## src/rtl/core/slms_pkg.sv

```systemverilog
`timescale 1ns / 1ps
package slms_pkg;
  localparam int unsigned MaxWindowDef = 8191;
  localparam int unsigned AdcBitsDef = 10;
  localparam int unsigned CfgIdxW = 2;
  localparam int unsigned CfgDataW = 16;
  localparam logic [CfgIdxW-1:0] RegWindowLength = 2'd0;
  localparam logic [CfgIdxW-1:0] RegReportWindows = 2'd1;
  localparam logic [CfgIdxW-1:0] RegSensorScale = 2'd2;
  localparam logic [CfgIdxW-1:0] RegCalOffset = 2'd3;
  localparam logic [12:0] WindowLengthRst = 13'd4545;
  localparam logic [7:0] ReportWindowsRst = 8'd60;
  localparam logic [14:0] SensorScaleRst = 15'd17961;
  localparam logic signed [15:0] CalOffsetRst = -16'sd6400;
  localparam logic signed [15:0] ZeroLevelDb = -16'sd25600;
  localparam logic [31:0] DbPerLog2Q16 = 32'd50504453;

  // Commands from the controller to the datapath.
  typedef struct packed {
    logic acc;       // add the accepted sample to the running sums
    logic div_start; // mean: S / N
    logic div_step;
    logic ss_load;   // form the sum of squares (stage A)
    logic ss_fin;    // stage B
    logic log_start; // load log operand (0: SS, 1: N)
    logic log_sel;
    logic log_step;  // one squaring step
    logic db_mul;    // multiply log2 by the dB constant
    logic db_hold;   // store dB value (0: SS, 1: N)
    logic lvl;       // form the level and update the statistics
    logic avg_start;
    logic avg_step;
    logic out_load;
  } slms_cmd_t;

  typedef struct packed {
    logic win_end;
    logic ss_zero;
    logic rep_end;
  } slms_sts_t;
endpackage

```

## src/rtl/core/slms_ctrl.sv

```systemverilog
`timescale 1ns / 1ps
module slms_ctrl import slms_pkg::*; #(
  parameter int unsigned MaxWindow = MaxWindowDef,
  parameter int unsigned AdcBits = AdcBitsDef
) (
  input  logic clk_i,
  input  logic rst_ni,
  input  logic in_valid,
  output logic in_ready,
  output logic out_valid,
  input  logic out_ready,
  input  slms_sts_t sts_i,
  output slms_cmd_t cmd_o
);
  localparam int unsigned SW = $clog2(MaxWindow + 1) + AdcBits;
  localparam logic [3:0] StIdle = 4'd0, StDiv = 4'd1, StSs = 4'd2, StSsFin = 4'd3,
    StLogLd = 4'd4, StLog = 4'd5, StMul = 4'd6, StHold = 4'd7, StLvl = 4'd8,
    StAvgLd = 4'd9, StAvg = 4'd10, StOut = 4'd11;

  logic [3:0] st_q, st_d;
  logic [5:0] cnt_q, cnt_d;
  logic sel_q, sel_d;
  logic ov_q, ov_d;
  logic acc;

  assign in_ready = (st_q == StIdle);
  assign out_valid = ov_q;
  assign acc = in_valid && in_ready;

  always_comb begin
    cmd_o = '0;
    st_d = st_q;
    cnt_d = cnt_q;
    sel_d = sel_q;
    ov_d = ov_q && !out_ready;
    cmd_o.acc = acc;
    cmd_o.log_sel = sel_q;
    case (st_q)
      StIdle: if (acc && sts_i.win_end) st_d = StDiv;
      StDiv: begin
        if (cnt_q == 6'd0) cmd_o.div_start = 1'b1;
        else cmd_o.div_step = 1'b1;
        cnt_d = cnt_q + 6'd1;
        if (cnt_q == 6'(SW)) begin
          cnt_d = '0;
          st_d = StSs;
        end
      end
      StSs: begin
        cmd_o.ss_load = 1'b1;
        st_d = StSsFin;
      end
      StSsFin: begin
        cmd_o.ss_fin = 1'b1;
        sel_d = 1'b0;
        st_d = StLogLd;
      end
      StLogLd: begin
        cmd_o.log_start = 1'b1;
        cnt_d = '0;
        st_d = StLog;
      end
      StLog: begin
        cmd_o.log_step = 1'b1;
        cnt_d = cnt_q + 6'd1;
        if (cnt_q == 6'd15) st_d = StMul;
      end
      StMul: begin
        cmd_o.db_mul = 1'b1;
        st_d = StHold;
      end
      StHold: begin
        cmd_o.db_hold = 1'b1;
        if (sel_q) st_d = StLvl;
        else begin
          sel_d = 1'b1;
          st_d = StLogLd;
        end
      end
      StLvl: begin
        cmd_o.lvl = 1'b1;
        st_d = StAvgLd;
      end
      StAvgLd: begin
        cmd_o.avg_start = 1'b1;
        cnt_d = '0;
        st_d = StAvg;
      end
      StAvg: begin
        cmd_o.avg_step = 1'b1;
        cnt_d = cnt_q + 6'd1;
        if (cnt_q == 6'd23) st_d = StOut;
      end
      StOut: if (!ov_q) begin
        cmd_o.out_load = 1'b1;
        ov_d = 1'b1;
        cnt_d = '0;
        st_d = StIdle;
      end
      default: st_d = StIdle;
    endcase
  end

  always_ff @(posedge clk_i or negedge rst_ni) begin
    if (!rst_ni) begin
      st_q <= StIdle;
      cnt_q <= '0;
      sel_q <= 1'b0;
      ov_q <= 1'b0;
    end else begin
      st_q <= st_d;
      cnt_q <= cnt_d;
      sel_q <= sel_d;
      ov_q <= ov_d;
    end
  end
endmodule

```

## config.mk

```make
export PLATFORM = sky130hd
export DESIGN_NAME = slms_ctrl
export DESIGN_NICKNAME = d
export VERILOG_FILES = /design/src/rtl/core/slms_pkg.sv /design/src/rtl/core/slms_ctrl.sv
export SDC_FILE = /design/constraint.sdc
export NUM_CORES = 1
export LEC_CHECK = 0
export ABC_AREA = 1
export CAP_MARGIN = 20
export CORE_ASPECT_RATIO = 0.75
export CORE_UTILIZATION = 45
export DETAILED_ROUTE_END_ITERATION = 7
export DONT_BUFFER_PORTS = 1
export PLACE_DENSITY = 0.6
export SYNTH_ARGS = -nofsm -noshare
export SYNTH_HDL_FRONTEND = slang
export SYNTH_SLANG_ARGS = --single-unit
```

## constraint.sdc

```tcl
create_clock -name clk_i -period 1.7 [get_ports clk_i]
set_input_delay 0.34 -clock clk_i [delete_from_list [all_inputs] [get_ports clk_i]]
set_output_delay 0.34 -clock clk_i [all_outputs]
set_load 0.005 [all_outputs]
```

---- Yosys cells after proc, flatten, opt, wreduce, memory -nomap -nowiden ----
Cells that the tools add are included.
word-level totals
  flip-flop bits (word level) ............. 12
  input bits .............................. 7
cells by class
  add/sub/neg operators ................... 1
  equal/unequal tests ..................... 18
  mux-type cells .......................... 27
  reduce and logical (&&, ||, !) cells .... 12
operators with widths
  kind                 number
  $pmux 4 s12          1
  $mux 4               6
  $pmux 6 s4           1
  $eq 4x3->1 const B   4
  $eq 4x4->1 const B   4
  $mux 1               15
  $mux 6               2
  $eq 4x2->1 const B   2
  $ne 2x2->1 const B   4
  $add 6x1->6 const B  1
  $eq 6x4->1 const B   1
  $eq 6x5->1 const B   1
  $logic_not 6->1      1
  $reduce_and 5->1     1
  $eq 4x1->1 const B   1
  $logic_not 4->1      1
  $reduce_bool 4->1    1
  $reduce_or 2->1      2
  $logic_and 1x1->1    3
  $mux 2               1
  $ne 2x1->1 const B   1
  $pmux 1 s2           1
  $reduce_and 2->1     1
  $reduce_bool 2->1    1
  $logic_not 1->1      1

---- Logic depth before layout (Yosys ltp) ----
  depth after elaboration ................. 5
  depth in mapped cells ................... 9
  gate-level depth less buffers ........... 8

---- Worst setup path after synthesis ----
No wires, ideal clock.
  path kind ............................... flip-flop to output port
  start point ............................. reg st_q[0]
  end point ............................... out cmd_o[13] (netlist bit)
  arrival ................................. 972 ps
  required time ........................... 1360 ps
  slack ................................... 388 ps
  stages on the path, launching flop included .. 6
  cell sequence ........................... dfrtp_1 buf_4 nor2_1 nand2_1 nor2_1 buf_4
on the way
  word-level cells in the longest chain between the ends .. 2
RTL lines
  element                   RTL line          text
  start: declaration        slms_ctrl.sv:20   logic [3:0] st_q, st_d;
  start signal: assignment  slms_ctrl.sv:106  st_q <= StIdle;
  start signal: assignment  slms_ctrl.sv:111  st_q <= st_d;
  $logic_not 4->1           slms_ctrl.sv:26   assign in_ready = (st_q == StIdle);
  $logic_and 1x1->1         slms_ctrl.sv:28   assign acc = in_valid && in_ready;
  end: declaration          slms_ctrl.sv:13   output slms_cmd_t cmd_o
No other way between the ends.

==> metrics.cfg <==
[timing]
worst_clock_skew_ns = 0.00117
min_period_over_period_pct = 93.7
hold_viol_final = 0
period_minus_slack_ns = 1.59
rsz0062_at_grt = no
max_freq_mhz = 628
relSlewSlack_pct = 64.5
maxSlewViolCount = 0
worstMarginPinSlew_ns = 0.531
setup_viol = 0
hold_ws_ns = 0.147
final.setup.tns_ns = 0

[setup_path]
crit_path_end = cmd_o[0]
criticalPathCategory = reg -> out
critPathRequiredTime_ns = 1.36
cp-end-kind = primary output
start_kind = flop
r2r-end = st_q[3]
reg2regPathDepth = 8
path_max_fanout = 7
reg2reg_slack_ns = 0.22
rr_startpoint = cnt_q[0]
critical_path.startpoint = st_q[2]
cp.arrival_ns = 1.25

[synthesis]
yosys-top-cells-area = dfrtp_1 (32%), nand2_1 (20%), nor2_1 (12%), inv_1 (8.0%), nand3_1 (7.0%)
synth-main-ff-cell = dfrtp_1
synth-edff-count = 0
synth.yosys.warnings = 0
ys_async_sr_fraction_pct = 100
syn_nets = 162
synth.distinct_cells = 22
syn_area_um2 = 933
seq_area_frac_synth_pct = 32.2
synth_area_leader_cell = dfrtp_1
syn_area_per_cell_um2 = 6.10
ys_seq_elements = 12
synth_top_area_share_pct = 32.2
synth_cells = 153

[final_layout]
fin_nets = 164
final_common_cell = nand2_1
multi_input_area_um2 = 512
drive_gt1_share_pct = 13.0
regArea_um2 = 304
mostFrequentLayoutCells = nand2_1 (50), nor2_1 (28), inv_1 (19)
final_cells = 176
n_fill_cell = 202
diodes = 0
syn_to_final_growth_pct = 5.36
final_util_pct = 53.5

[grt]
grt_antenna_before_repair = 0
grt_pass1_vias = 732
globalRouteTotalUtil_pct = 20.1
grt.overflow.total = 0
grt_max_degree = 13
grt_first_pass_wirelength_um = 3220

[flow_run]
cap_violations = 0

[power]
peakVddDrop_uv = 1080
power_density_mw_per_mm2 = 1860
pwr-share-comb_pct = 55.8
p_leak_nw = 0.559
p_int_w = 0.000869
p_sw_w = 0.000956
p_seq_share_pct = 32.0
clkPwrFrac_pct = 12.1
switching_share_pct = 52.4
total_power_w = 0.00182

[drt]
drt_drc_violations_left = 0
wl_per_cell_um = 10.8
dr.pass1.iters = 5
drt_iter0_drc = 24
vias = 856
ant_nets = 0
vias_per_cell = 4.86
routed_wl_um = 1900

[clock_tree]
path_clk_slew_ns = 0.07
post_cts_buffers = 0
clockBufferDepth = 2
numCtsBuffers = 3
htreeDepth = 1
clk_latency_ns = 0.27
cts_tree = done
ctsRootBufferMaster = clkbuf_4
cts_num_sinks = 12

[place]
hpwl_um = 1550
dp.cells = 171
routabilityCongestion = 0.771
place.port_buffers = 0

[floorplan]
die_height_um = 41.4
core_area_mm2 = 0.00184
ios = 23
dieArea_mm2 = 0.00226
initial_core_util_pct = 50.8
die_x_um = 54.6
num_rows = 13

[worst_hold_path]
holdCritPathClass = in -> reg
worstHoldPathCells = 1

[outcome]
status = completed

==> stage by stage <==
| step | setup slack, ns | instance area, um^2 |
|---|---|---|
| final | 0.107 | 983 |
| after global routing | 0.0306 | 983 |
| after CTS | 0.0243 | 977 |
| after detailed placement | 0.208 | 931 |
| after global placement | 0.244 | 931 |
| after floorplan | 0.388 | 933 |
==> power groups by stage <==
stage | sequential, W | combinational, W | clock, W
2_1_floorplan | 0.000508 | 0.000907 | 0
3_3_place_gp | 0.000573 | 0.000998 | 0
3_5_place_dp | 0.000576 | 0.00101 | 0
4_1_cts | 0.000569 | 0.00102 | 0.000232
5_1_grt | 0.000610 | 0.00121 | 0.000243
6_report | 0.000585 | 0.00102 | 0.000221
==> cells in the mapped netlist (2+ instances only) <==
cell / count
nand2_1: 50
nor2_1: 29
inv_1: 20
nand3_1: 13
dfrtp_1: 12
buf_4: 4
inv_2: 4
o21ai_0: 4
ha_1: 2
nand2_2: 2
nor2_2: 2
==> layer usage <==
layer / vias up / track usage, % / part of all wire (%)
met5: - / 0 / 0
met2: 23 / 21.9 / 34
met4: 0 / 9.23 / 1.5
met1: 366 / 36.3 / 59
li1: 463 / - / -
met3: 4 / 1.83 / 4.7
==> registers in the layout, summed over array words and instances, names as in the netlist <==
register and count:
st_q 4, out_valid 1, sel_q 1, cnt_q 6
==> cells by family (layout without fill, tap and decap cells) <==
group                      Yosys count  count (layout)  synth area share [%]
and+or+nand+nor                    100             100                  44.9
buffers and inverters               29              30                  13.3
DFF                                 12              12                  32.2
AOI/OAI and AO/OA                    8               8                  5.09
adders and majority gates            2               2                  2.68
xor gates and xnor gates             2               2                  1.88
==> critical path: stages (launching register included) <==
cell and delay, ns:
dfrtp_1 0.48, nor2_2 0.26, nand2_1 0.08, nor2_1 0.16
==> area by class of cell <==
class	instances	area share, %
sequential	12	30.9
inverter	25	9.54
clock buffer	4	3.69
multi-input combinational	112	52.0
timing repair buffer	1	1.02
tap	22	2.80
==> how the worst min path moves through the flow <==
stage	endpoint	from	slack, ns
floorplan	cnt_q[0]	rst_ni	0.04
global placement	cnt_q[1]	rst_ni	0.04
detailed placement	cnt_q[1]	rst_ni	0.04
CTS	out_valid	out_ready	0.14
global route	out_valid	out_ready	0.14
finish	out_valid	out_ready	0.15
==> what timing repair did <==
item / 4_1_cts / 5_1_grt
setup endpoints to repair: 0 / 6
gates resized for setup: 0 / 5
hold buffers: 1 / 0
endpoints found under the hold margin: 12 / 0
Power figures use the tool's default switching activity.
